--- src/rtl/u8u16d_pkg.sv ---
// Package for the UTF-8 / UTF-16 stream decoder: transfer payload types,
// decode mode codes, code point constants and the UTF-8 lead byte decode.
// No dependencies.
package u8u16d_pkg;

	localparam logic [1:0] MODE_UTF8    = 2'd0;
	localparam logic [1:0] MODE_UTF16BE = 2'd1;
	localparam logic [1:0] MODE_UTF16LE = 2'd2;
	localparam logic [1:0] MODE_RAW     = 2'd3;

	localparam logic [20:0] CP_REPLACEMENT = 21'h00FFFD;
	localparam logic [20:0] CP_MAX         = 21'h10FFFF;
	localparam logic [20:0] CP_SUPP_BASE   = 21'h010000;

	localparam logic [5:0] SURR_HIGH_TAG = 6'b110110;
	localparam logic [5:0] SURR_LOW_TAG  = 6'b110111;

	typedef struct packed {
		logic       kind;
		logic [7:0] data_byte;
	} in_t;

	typedef struct packed {
		logic [20:0] code_point;
		logic        malformed;
		logic        end_of_stream;
		logic        last_of_run;
	} out_t;

	typedef struct packed {
		logic        emit;
		logic        bad;
		logic [20:0] cp;
		logic [20:0] pv;
		logic [1:0]  pend;
	} lead_t;

	function automatic lead_t utf8_lead(input logic [7:0] b);
		lead_t l;
		l = '0;
		if (b < 8'hC0) begin
			l.emit = 1'b1;
			l.cp   = {13'd0, b};
		end else if (b < 8'hE0) begin
			l.pv   = {16'd0, b[4:0]};
			l.pend = 2'd1;
		end else if (b < 8'hF0) begin
			l.pv   = {17'd0, b[3:0]};
			l.pend = 2'd2;
		end else if (b < 8'hF8) begin
			l.pv   = {18'd0, b[2:0]};
			l.pend = 2'd3;
		end else begin
			l.emit = 1'b1;
			l.bad  = 1'b1;
			l.cp   = CP_REPLACEMENT;
		end
		return l;
	endfunction

endpackage

--- src/rtl/utf8_utf16_stream_decoder.sv ---
// Byte stream to Unicode code point decoder (UTF-8, UTF-16 BE/LE, raw bytes).
// Depends on u8u16d_pkg.
//
// Takes one byte per transfer on src and delivers code points on res. A byte
// is decoded in the cycle it is taken and its zero, one or two results land
// in a four-entry result queue; src_ready is high while the queue holds two
// entries or fewer, so a byte can be taken every cycle while res keeps up. res
// drains one result per cycle while res_ready is high, so bytes giving two
// results (some malformed input, end of stream after a partial sequence) limit
// throughput to the res rate. decode_mode is written through cfg_we/cfg_wdata
// by the user only while idle, unenforced; a write also clears decoding state.
module utf8_utf16_stream_decoder (
	input  logic             clk,
	input  logic             arst_n,
	input  logic             cfg_we,
	input  logic [1:0]       cfg_wdata,
	input  logic             src_valid,
	output logic             src_ready,
	input  u8u16d_pkg::in_t  src_item,
	output logic             res_valid,
	input  logic             res_ready,
	output u8u16d_pkg::out_t res_item
);
	import u8u16d_pkg::*;

	localparam int QDEPTH = 4;

	logic [1:0]  mode_q;
	logic [20:0] pv_q, pv_d;
	logic [1:0]  pend_q, pend_d;
	logic [1:0]  phase_q, phase_d;
	logic [9:0]  hs_q, hs_d;
	logic [7:0]  fub_q, fub_d;

	out_t        queue_q [QDEPTH];
	logic [1:0]  wr_ptr_q, rd_ptr_q;
	logic [2:0]  cnt_q;

	logic        accept, pop;
	logic [1:0]  n_res;
	out_t        r0, r1;
	lead_t       lead;
	logic [20:0] acc;
	logic [15:0] unit;
	logic [7:0]  b;
	logic        partial;

	assign accept    = src_valid && src_ready;
	assign pop       = res_valid && res_ready;
	assign src_ready = (cnt_q <= 3'd2);
	assign res_valid = (cnt_q != 3'd0);
	assign res_item  = queue_q[rd_ptr_q];

	assign b    = src_item.data_byte;
	assign lead = utf8_lead(b);
	assign acc  = {pv_q[14:0], b[5:0]};
	assign unit = (mode_q == MODE_UTF16LE) ? {b, fub_q} : {fub_q, b};

	always_comb begin
		n_res   = 2'd0;
		r0      = '0;
		r1      = '0;
		pv_d    = pv_q;
		pend_d  = pend_q;
		phase_d = phase_q;
		hs_d    = hs_q;
		fub_d   = fub_q;
		partial = 1'b0;
		if (src_item.kind) begin
			case (mode_q)
				MODE_UTF8: partial = (pend_q != 2'd0);
				MODE_RAW:  partial = 1'b0;
				default:   partial = (phase_q != 2'd0);
			endcase
			if (partial) begin
				r0    = '{CP_REPLACEMENT, 1'b1, 1'b0, 1'b0};
				r1    = '{21'd0, 1'b0, 1'b1, 1'b0};
				n_res = 2'd2;
			end else begin
				r0    = '{21'd0, 1'b0, 1'b1, 1'b0};
				n_res = 2'd1;
			end
			pv_d    = '0;
			pend_d  = '0;
			phase_d = '0;
			hs_d    = '0;
			fub_d   = '0;
		end else begin
			case (mode_q)
				MODE_UTF8: begin
					if (pend_q == 2'd0) begin
						pv_d   = lead.pv;
						pend_d = lead.pend;
						if (lead.emit) begin
							r0    = '{lead.cp, lead.bad, 1'b0, 1'b0};
							n_res = 2'd1;
						end
					end else if (b[7:6] != 2'b10) begin
						// broken sequence: flag it, then restart on this byte
						r0     = '{CP_REPLACEMENT, 1'b1, 1'b0, 1'b0};
						pv_d   = lead.pv;
						pend_d = lead.pend;
						if (lead.emit) begin
							r1    = '{lead.cp, lead.bad, 1'b0, 1'b0};
							n_res = 2'd2;
						end else begin
							n_res = 2'd1;
						end
					end else begin
						pend_d = pend_q - 2'd1;
						if (pend_q == 2'd1) begin
							n_res = 2'd1;
							if (acc > CP_MAX) begin
								r0 = '{CP_REPLACEMENT, 1'b1, 1'b0, 1'b0};
							end else begin
								r0 = '{acc, 1'b0, 1'b0, 1'b0};
							end
							pv_d = '0;
						end else begin
							pv_d = acc;
						end
					end
				end
				MODE_UTF16BE, MODE_UTF16LE: begin
					if (!phase_q[0]) begin
						fub_d   = b;
						phase_d = phase_q + 2'd1;
					end else if (phase_q == 2'd1) begin
						phase_d = 2'd0;
						if (unit[15:10] == SURR_HIGH_TAG) begin
							hs_d    = unit[9:0];
							phase_d = 2'd2;
						end else if (unit[15:10] == SURR_LOW_TAG) begin
							r0    = '{CP_REPLACEMENT, 1'b1, 1'b0, 1'b0};
							n_res = 2'd1;
						end else begin
							r0    = '{{5'd0, unit}, 1'b0, 1'b0, 1'b0};
							n_res = 2'd1;
						end
					end else begin
						phase_d = 2'd0;
						hs_d    = '0;
						if (unit[15:10] == SURR_LOW_TAG) begin
							r0    = '{CP_SUPP_BASE + {1'b0, hs_q, unit[9:0]},
								1'b0, 1'b0, 1'b0};
							n_res = 2'd1;
						end else begin
							r0    = '{CP_REPLACEMENT, 1'b1, 1'b0, 1'b0};
							r1    = '{{5'd0, unit}, 1'b0, 1'b0, 1'b0};
							n_res = 2'd2;
						end
					end
				end
				MODE_RAW: begin
					r0    = '{{13'd0, b}, 1'b0, 1'b0, 1'b0};
					n_res = 2'd1;
				end
				default: begin
					n_res = 2'd0;
				end
			endcase
		end
		if (n_res == 2'd1) r0.last_of_run = 1'b1;
		if (n_res == 2'd2) r1.last_of_run = 1'b1;
	end

	always_ff @(posedge clk or negedge arst_n) begin
		if (!arst_n) begin
			mode_q  <= MODE_UTF8;
			pv_q    <= '0;
			pend_q  <= '0;
			phase_q <= '0;
			hs_q    <= '0;
			fub_q   <= '0;
		end else if (cfg_we) begin
			mode_q  <= cfg_wdata;
			pv_q    <= '0;
			pend_q  <= '0;
			phase_q <= '0;
			hs_q    <= '0;
			fub_q   <= '0;
		end else if (accept) begin
			pv_q    <= pv_d;
			pend_q  <= pend_d;
			phase_q <= phase_d;
			hs_q    <= hs_d;
			fub_q   <= fub_d;
		end
	end

	always_ff @(posedge clk or negedge arst_n) begin
		if (!arst_n) begin
			wr_ptr_q <= '0;
			rd_ptr_q <= '0;
			cnt_q    <= '0;
		end else begin
			if (accept) wr_ptr_q <= wr_ptr_q + n_res;
			if (pop) rd_ptr_q <= rd_ptr_q + 2'd1;
			cnt_q <= cnt_q + (accept ? {1'b0, n_res} : 3'd0) - {2'd0, pop};
		end
	end

	always_ff @(posedge clk) begin
		if (accept && n_res != 2'd0) queue_q[wr_ptr_q] <= r0;
		if (accept && n_res == 2'd2) queue_q[wr_ptr_q + 2'd1] <= r1;
	end

`ifndef SYNTHESIS
	a_cnt_bound: assert property (@(posedge clk) disable iff (!arst_n)
		cnt_q <= 3'(QDEPTH))
		else $error("result queue overflow");

	a_eos_last: assert property (@(posedge clk) disable iff (!arst_n)
		res_valid && res_item.end_of_stream |-> res_item.last_of_run)
		else $error("end-of-stream result not last of its run");

	a_bad_repl: assert property (@(posedge clk) disable iff (!arst_n)
		res_valid && res_item.malformed |-> res_item.code_point == CP_REPLACEMENT)
		else $error("malformed result without replacement code point");

	a_eos_clear: assert property (@(posedge clk) disable iff (!arst_n)
		accept && src_item.kind |=> pend_q == 2'd0 && phase_q == 2'd0)
		else $error("decoder state not cleared after end of stream");
`endif

endmodule

--- config.mk ---
export PLATFORM = sky130hd
export DESIGN_NAME = utf8_utf16_stream_decoder
export DESIGN_NICKNAME = d
export VERILOG_FILES = /design/src/rtl/u8u16d_pkg.sv /design/src/rtl/utf8_utf16_stream_decoder.sv
export SDC_FILE = /design/constraint.sdc
export NUM_CORES = 1
export LEC_CHECK = 0
export BUFFER_PORTS_ARGS = -buffer_cell sky130_fd_sc_hd__buf_4
export CORE_MARGIN = 2
export CORE_UTILIZATION = 55
export DETAILED_ROUTE_END_ITERATION = 8
export MAX_ROUTING_LAYER = met4
export PLACE_DENSITY = 0.74
export SYNTH_ARGS = -nofsm -noshare
export SYNTH_HDL_FRONTEND = slang
export SYNTH_SLANG_ARGS = --single-unit
--- constraint.sdc ---
create_clock -name clk -period 8.9 [get_ports clk]
set_clock_uncertainty 0.1 [all_clocks]
set_input_delay 0.89 -clock clk [delete_from_list [all_inputs] [get_ports clk]]
set_output_delay 0.89 -clock clk [all_outputs]
set_load 0.005 [all_outputs]
* After elaboration in Yosys (flattened, before gate mapping)
Memories as Yosys holds them, arrays and structs flattened. Index checks and enable logic that the tools add are counted.
Operators by class: add/sub/neg operators 8, $mul 0, divide/modulo/power cells 0, magnitude comparators 6, eq/ne operators 12, shift-type cells 0, multiplexer cells 85, bitwise logic cells 0, reductions and logical operators 19
Operator list (number):
- 24-bit 2-to-1 mux | 12
- 19-bit 2-to-1 mux | 6
- 15-bit 2-to-1 mux | 7
- 24-bit one-hot mux with 3 select lines | 1
- 10-bit 2-to-1 mux | 7
- 23-bit 2-to-1 mux | 3
- 24-bit one-hot mux with 2 select lines | 1
- 2-bit 2-to-1 mux | 23
- 8-bit 2-to-1 mux | 5
- 8-bit < comparator (second input constant) | 4
- 17-bit by 20-bit adder with 21-bit output (first input constant) | 1
- 21-bit greater-than comparator (second input constant) | 1
- 21-bit 2-to-1 mux | 1
- 16-bit 2-to-1 mux | 1
- 7-bit 2-to-1 mux | 2
- 6-bit == test (second input constant) | 2
- 1-bit 2-to-1 mux | 12
- 3-bit nonzero test | 4
- 2-bit by 1-bit == test with 1-bit output (second input constant) | 4
- 2-bit nonzero test | 4
- 2-bit by 1-bit adder with 2-bit output (second input constant) | 3
- 2-bit == test (second input constant) | 3
- 6-bit 2-to-1 mux | 1
- 2-bit one-hot mux with 3 select lines | 1
- other kinds (16) | 21
Storage, ports and cells: register bits 46, bits in latches 0, bits in writable memories 96, ROM bits 0, input port bits 16, output and inout bits 26, word-level logic and storage cells 140, memories kept 1
Memory list:
- queue_q | words 4, bits a word 24, read ports 1, clocked after Yosys merged registers in 0, wr ports 2, RTL line utf8_utf16_stream_decoder.sv:35 | out_t queue_q [QDEPTH];

* Depth between registers and ports, before layout
word-level depth 14, gate-level depth with buffers 15, depth with buffers taken out 13

* Worst setup path before layout
Ideal clock, no wire load.
kind input to register, start point input src_item[2] (netlist bit), end point register cnt_q[2], library setup time 0.123 ns, arrival time 3.224 ns, slack 5.453 ns, stages 13, buffers on the path 2, cells stage by stage clkbuf_1 -> mux2_2 -> o221ai_2 -> buf_6 -> o221ai_2 -> nand2_1 -> nand2_1 -> nand2_1 -> ha_1 -> inv_1 -> ha_1 -> fa_1 -> xnor2_1
On the way: cells in the longest elaborated chain, start to end 13
Ends and longest elaborated chain:
- start: declaration | RTL line utf8_utf16_stream_decoder.sv:19 | input u8u16d_pkg::in_t src_item,
- 8-bit < comparator | RTL line u8u16d_pkg.sv:50 | end else if (b < 8'hF8) begin
- 23-bit 2-to-1 mux | RTL line u8u16d_pkg.sv:50
- 23-bit 2-to-1 mux | RTL line u8u16d_pkg.sv:47 | end else if (b < 8'hF0) begin
- 23-bit 2-to-1 mux | RTL line u8u16d_pkg.sv:44 | end else if (b < 8'hE0) begin
- 1-bit 2-to-1 mux | RTL line u8u16d_pkg.sv:41 | if (b < 8'hC0) begin
- 2-bit 2-to-1 mux | RTL line utf8_utf16_stream_decoder.sv:103 | if (lead.emit) begin
- 2-bit 2-to-1 mux | RTL line utf8_utf16_stream_decoder.sv:98 | end else if (b[7:6] != 2'b10) begin
- 2-bit 2-to-1 mux | RTL line utf8_utf16_stream_decoder.sv:91 | if (pend_q == 2'd0) begin
- 2-bit one-hot mux with 3 select lines * | RTL line utf8_utf16_stream_decoder.sv:89 | case (mode_q)
- 2-bit 2-to-1 mux * | RTL line utf8_utf16_stream_decoder.sv:69 | if (src_item.kind) begin
- 2-bit 2-to-1 mux * | RTL line utf8_utf16_stream_decoder.sv:199 | cnt_q <= cnt_q + (accept ? {1'b0, n_res} : 3'd0) - {2'd0, pop};
- 3-bit by 2-bit adder with 3-bit output * | RTL line utf8_utf16_stream_decoder.sv:199
- 3-bit by 1-bit subtractor with 3-bit output * | RTL line utf8_utf16_stream_decoder.sv:199
- end signal: assignment | RTL line utf8_utf16_stream_decoder.sv:199
- end: declaration | RTL line utf8_utf16_stream_decoder.sv:37 | logic [2:0] cnt_q;
Mark *: on every way between the ends. The rest lies on a longest branch, timed or not. A chain may end at the register's enable or synchronous reset.

==> impl_table.tex <==
\begin{tabular}{lr}
\hline
Metric & Value \\
\hline
\multicolumn{2}{l}{\textbf{STA}} \\
\quad Worst setup margin & 4.19 ns \\
\quad Unrepaired setup endpoints after global routing & no \\
\quad Final count of hold timing violations & 0 \\
\quad Fmax & roughly 0.21 GHz \\
\quad Time the final worst path needs with I/O delays and setup & roughly 4.7 ns \\
\quad Total of endpoints with negative setup slack in the final report & 0 \\
\quad Accumulated negative setup slack & 0 ns \\
\quad Transition time at the pin with the least slew margin & roughly 1.2 ns \\
\quad Pins Over Slew Limit & 0 \\
\quad Ratio of final minimum period to clock period & 0.529 \\
\quad Headroom to the max-slew limit & 0.177 \\
\multicolumn{2}{l}{\textbf{GRT}} \\
\quad Maximum number of pins on one net before global-route repair & 47 \\
\quad Global-route wire length before repair & between 30 and 40 mm \\
\quad Congestion Overflow GR & 0 \\
\quad Via count of the first global-routing pass & roughly 6.3k \\
\quad Overall track demand over capacity in global routing & 0.317 \\
\quad Number of antenna violations at the first check in global routing & 0 \\
\multicolumn{2}{l}{\textbf{Logic synthesis}} \\
\quad Sequential area share after synthesis & 0.481 \\
\quad Yosys synthesis warning count & 0 \\
\quad Syn nets & around 780 \\
\quad Mapped Avg Cell Area & 10.7 um2 \\
\quad Netlist Area Pre-Place & about 8000 um2 \\
\quad Most area-consuming cells after synthesis & sky130\_fd\_sc\_hd\_\_edfxtp\_1 29\%, sky130\_fd\_sc\_hd\_\_dfrtp\_1 14\%, sky130\_fd\_sc\_hd\_\_mux4\_2 6.8\%, sky130\_fd\_sc\_hd\_\_o22ai\_1 6.1\%, sky130\_fd\_sc\_hd\_\_dfxtp\_1 5.0\% \\
\quad Register bit count reported by yosys & between 100 and 150 \\
\quad Synth unique cells & 71 \\
\quad Post-synth EDFFs & 76 \\
\quad Gate count of the mapped netlist & $\sim$750 \\
\quad Most frequently used flop master after synthesis & sky130\_fd\_sc\_hd\_\_edfxtp\_1 \\
\quad Portion of synthesized cell area occupied by the leading cell type & 0.286 \\
\quad Cell type contributing the most total cell area after synthesis & sky130\_fd\_sc\_hd\_\_edfxtp\_1 \\
\quad Async set-reset flop share out of synthesis & 0.324 \\
\multicolumn{2}{l}{\textbf{Final layout}} \\
\quad Area taken by multi-input logic gates & between 3000 and 4000 um2 \\
\quad Area overhead of the layout relative to synthesis & 11.4\% \\
\quad Layout cells sized above 1 & 0.174 \\
\quad Antenna diode count & 0 \\
\quad Sequential standard cell area & between 3000 and 4000 um2 \\
\quad Post-layout nets & about 800 \\
\quad Post-route design area & about 9000 um2 \\
\quad Number of filler instances in the final layout & between 1k and 1.5k \\
\multicolumn{2}{l}{\textbf{Critical path}} \\
\quad Crit-path cells & inv\_1 -> ha\_1 -> buf\_4 -> and4\_1 -> o221ai\_2 -> a211o\_1 -> a22oi\_2 -> nand2\_1 \\
\quad Slowest Stage Delay on Critical Path & approximately 1.0 ns \\
\quad Endpoint class of the critical path & flip-flop \\
\quad Worst setup SP type & flip-flop \\
\quad Slowest cell on the critical path & sky130\_fd\_sc\_hd\_\_a22oi\_2 \\
\quad WS Path Type & flip-flop to flip-flop \\
\quad Arrival time worst endpoint & 4.55 ns \\
\quad Required time of the worst setup path & roughly 9 ns \\
\quad Highest net fanout along the worst path & 27 \\
\multicolumn{2}{l}{\textbf{CTS}} \\
\quad Post-cts resize count & 0 \\
\quad Clock buffer depth & 2 \\
\quad Number of sinks driven by the clock tree & 142 \\
\quad Number of levels in the clock H-tree & 4 \\
\quad Post-CTS Hold Buffers & 0 \\
\quad CTS tree & built \\
\quad Buffer count from post-CTS setup fixing & 0 \\
\quad Clock latency reported for the late side of the worst-skew pair & around 0.43 ns \\
\quad Clock root buffer & sky130\_fd\_sc\_hd\_\_clkbuf\_16 \\
\quad Clock-pin slew on the worst setup and hold paths & 0.06 ns \\
\quad Clock buffers created by TritonCTS & 17 \\
\multicolumn{2}{l}{\textbf{Power}} \\
\quad Power share of the combinational group & 0.287 \\
\quad Switching Power & approximately 0.0007 W \\
\quad Sequential share of power & 0.388 \\
\quad Internal power component & approximately 0.0015 W \\
\quad Leakage power figure & between 3 and 4 nW \\
\quad Clock share of power & 0.325 \\
\quad Power, Total & approximately 0.0022 W \\
\quad Power Dens Cells & about 250 nW/um2 \\
\quad Fraction of power spent switching nets & 0.311 \\
\quad Maximum resistive drop on vdd & 107 uV \\
\multicolumn{2}{l}{\textbf{Route}} \\
\quad Number of iterations in the first detailed-routing pass & 8 \\
\quad Initial detailed-routing violation count & 1161 \\
\quad Total Wirelength & roughly 24 mm \\
\quad WL per Instance & between 20 and 25 um \\
\quad Overall via count from detail\_route & 6625 \\
\quad Remaining number of nets flagged by the antenna check after routing & 0 \\
\quad Vias per cell & between 6 and 7 \\
\quad Remaining routing DRC violations & 0 \\
\multicolumn{2}{l}{\textbf{Floorplan}} \\
\quad Number of top-level pins & 42 \\
\quad Die Width & 124 um \\
\quad Starting utilization of the core area & 0.555 \\
\quad Number of standard-cell rows in the floorplan & between 40 and 50 \\
\quad Core area & 14400 um2 \\
\quad Die extent in y & roughly 120 um \\
\quad Die Area & between 15000 and 20000 um2 \\
\multicolumn{2}{l}{\textbf{Flow run}} \\
\quad Count of maximum capacitance violations & 0 \\
\multicolumn{2}{l}{\textbf{Placement}} \\
\quad Worst slack, placed & 4.25 ns \\
\quad Final estimated routing congestion in global placement & slightly above 1 \\
\quad HPWL after DPL & $\sim$17 mm \\
\quad Cell area reported after detailed placement & a little over 8000 um2 \\
\quad Count of input and output buffers & between 40 and 50 \\
\multicolumn{2}{l}{\textbf{Min path}} \\
\quad Worst Hold Class & input pin to async pin \\
\multicolumn{2}{l}{\textbf{Outcome}} \\
\quad Run status & complete, no violations \\
\hline
\end{tabular}
==> worst paths after layout <==
check	start	depth (start not counted)	slack, ns	to
max in group asynchronous	arst_n	1	7.89	hs_q[1]
min in group clk	queue_q[3][23]	1	0.37	queue_q[3][23]
worst max-delay path	mode_q[0]	8	4.19	queue_q[2][8]
worst min-delay path	arst_n	1	0.37	rd_ptr_q[1]
worst min register to register	queue_q[3][23]	1	0.37	queue_q[3][23]
worst max register to register	mode_q[0]	8	4.19	queue_q[2][8]
==> critical path: cells and delay by family (launching register included) <==
| family | cells | cell delay [ns] |
|---|---|---|
| AO/OA/AOI/OAI | 3 | 1.87 |
| AND/OR/NAND/NOR | 2 | 1.22 |
| buffers and inverters | 2 | 0.44 |
| flip-flops | 1 | 0.41 |
| adder cells (fa/ha/maj) | 1 | 0.17 |
==> kinds of logic after synthesis <==
| kind of cell | after synthesis | share of synthesized area |
|---|---|---|
| muxes | 48 | 0.0982 |
| xor gates and xnor gates | 8 | 0.00878 |
| buffers and inverters | 72 | 0.0417 |
| DFF | 142 | 0.481 |
| adders and majority gates | 12 | 0.0198 |
| and+or+nand+nor | 225 | 0.138 |
| AOI/OAI and AO/OA | 240 | 0.213 |
==> layer usage <==
metal  track usage  up-vias  share of wire
met2         0.489      408           0.47
met4         0.126        0          0.037
li1              -     2912              -
met5             -        -              0
met3        0.0563       71          0.088
met1         0.422     3234           0.41
==> state kept, by name (all words and copies together) (netlist names), 3 cells and up <==
name / flops
pv_q: 15
cnt_q: 3
hs_q: 10
queue_q: 96
fub_q: 8
==> cell type report <==
| type | count | share of cell area |
|---|---|---|
| flip-flops and latches | 142 | 0.431 |
| multi-input cells | 533 | 0.429 |
| clock buffers | 18 | 0.0483 |
| repair buffers | 48 | 0.0406 |
| well taps | 184 | 0.0259 |
| clock inverters | 14 | 0.0183 |
| inverters | 16 | 0.00676 |
==> cells in the final DEF, fill, tap and decap left out, types with 6 or more instances in the layout <==
master / n
sky130_fd_sc_hd__a211oi_1: 7
sky130_fd_sc_hd__a21oi_1: 26
sky130_fd_sc_hd__a22o_1: 17
sky130_fd_sc_hd__a22oi_1: 7
sky130_fd_sc_hd__a31oi_1: 6
sky130_fd_sc_hd__and2_1: 9
sky130_fd_sc_hd__buf_4: 48
sky130_fd_sc_hd__clkbuf_16: 17
sky130_fd_sc_hd__dfrtp_1: 46
sky130_fd_sc_hd__dfxtp_1: 20
sky130_fd_sc_hd__edfxtp_1: 76
sky130_fd_sc_hd__ha_1: 11
sky130_fd_sc_hd__inv_1: 16
sky130_fd_sc_hd__mux2i_1: 22
sky130_fd_sc_hd__mux4_2: 24
sky130_fd_sc_hd__nand2_1: 84
sky130_fd_sc_hd__nand2b_1: 6
sky130_fd_sc_hd__nand3_1: 10
sky130_fd_sc_hd__nor2_1: 62
sky130_fd_sc_hd__nor2b_1: 10
sky130_fd_sc_hd__nor4_1: 6
sky130_fd_sc_hd__o211ai_1: 6
sky130_fd_sc_hd__o21ai_0: 37
sky130_fd_sc_hd__o22ai_1: 78
sky130_fd_sc_hd__o2bb2ai_1: 7
sky130_fd_sc_hd__o31ai_1: 12
==> through the flow <==
stage               utilization  hold slack (ns)  std cells
floorplan                     -            0.327        747
global placement          0.577            0.355        923
detailed placement        0.577            0.350        923
CTS                       0.618            0.368        955
global route              0.618            0.391        955
finish                    0.618            0.366        955
==> cell usage after synthesis (7+ instances only) <==
cell type / instances
sky130_fd_sc_hd__mux2i_1: 22
sky130_fd_sc_hd__edfxtp_1: 76
sky130_fd_sc_hd__nand3_1: 10
sky130_fd_sc_hd__o21ai_0: 37
sky130_fd_sc_hd__inv_1: 16
sky130_fd_sc_hd__ha_1: 11
sky130_fd_sc_hd__dfrtp_1: 46
sky130_fd_sc_hd__o22ai_1: 78
sky130_fd_sc_hd__nand2_1: 84
sky130_fd_sc_hd__a22o_1: 17
sky130_fd_sc_hd__and2_1: 9
sky130_fd_sc_hd__a22oi_1: 7
sky130_fd_sc_hd__mux4_2: 24
sky130_fd_sc_hd__a211oi_1: 7
sky130_fd_sc_hd__dfxtp_1: 20
sky130_fd_sc_hd__o31ai_1: 12
sky130_fd_sc_hd__a21oi_1: 26
sky130_fd_sc_hd__buf_2: 14
sky130_fd_sc_hd__nor2_1: 62
sky130_fd_sc_hd__nor2b_1: 10
sky130_fd_sc_hd__o2bb2ai_1: 7
sky130_fd_sc_hd__clkbuf_1: 28
==> power by group through the flow <==
| stage | Combinational (W) | Clock, W | Sequential [W] |
|---|---|---|---|
| CTS | 0.000637 | 0.000726 | 0.000860 |
| floorplan | 0.000452 | 0 | 0.000822 |
| global route | 0.000687 | 0.000755 | 0.000869 |
| global placement | 0.000615 | 0 | 0.000864 |
| finish | 0.000638 | 0.000721 | 0.000861 |
| detailed placement | 0.000633 | 0 | 0.000873 |
Power figures use the tool's default switching activity.
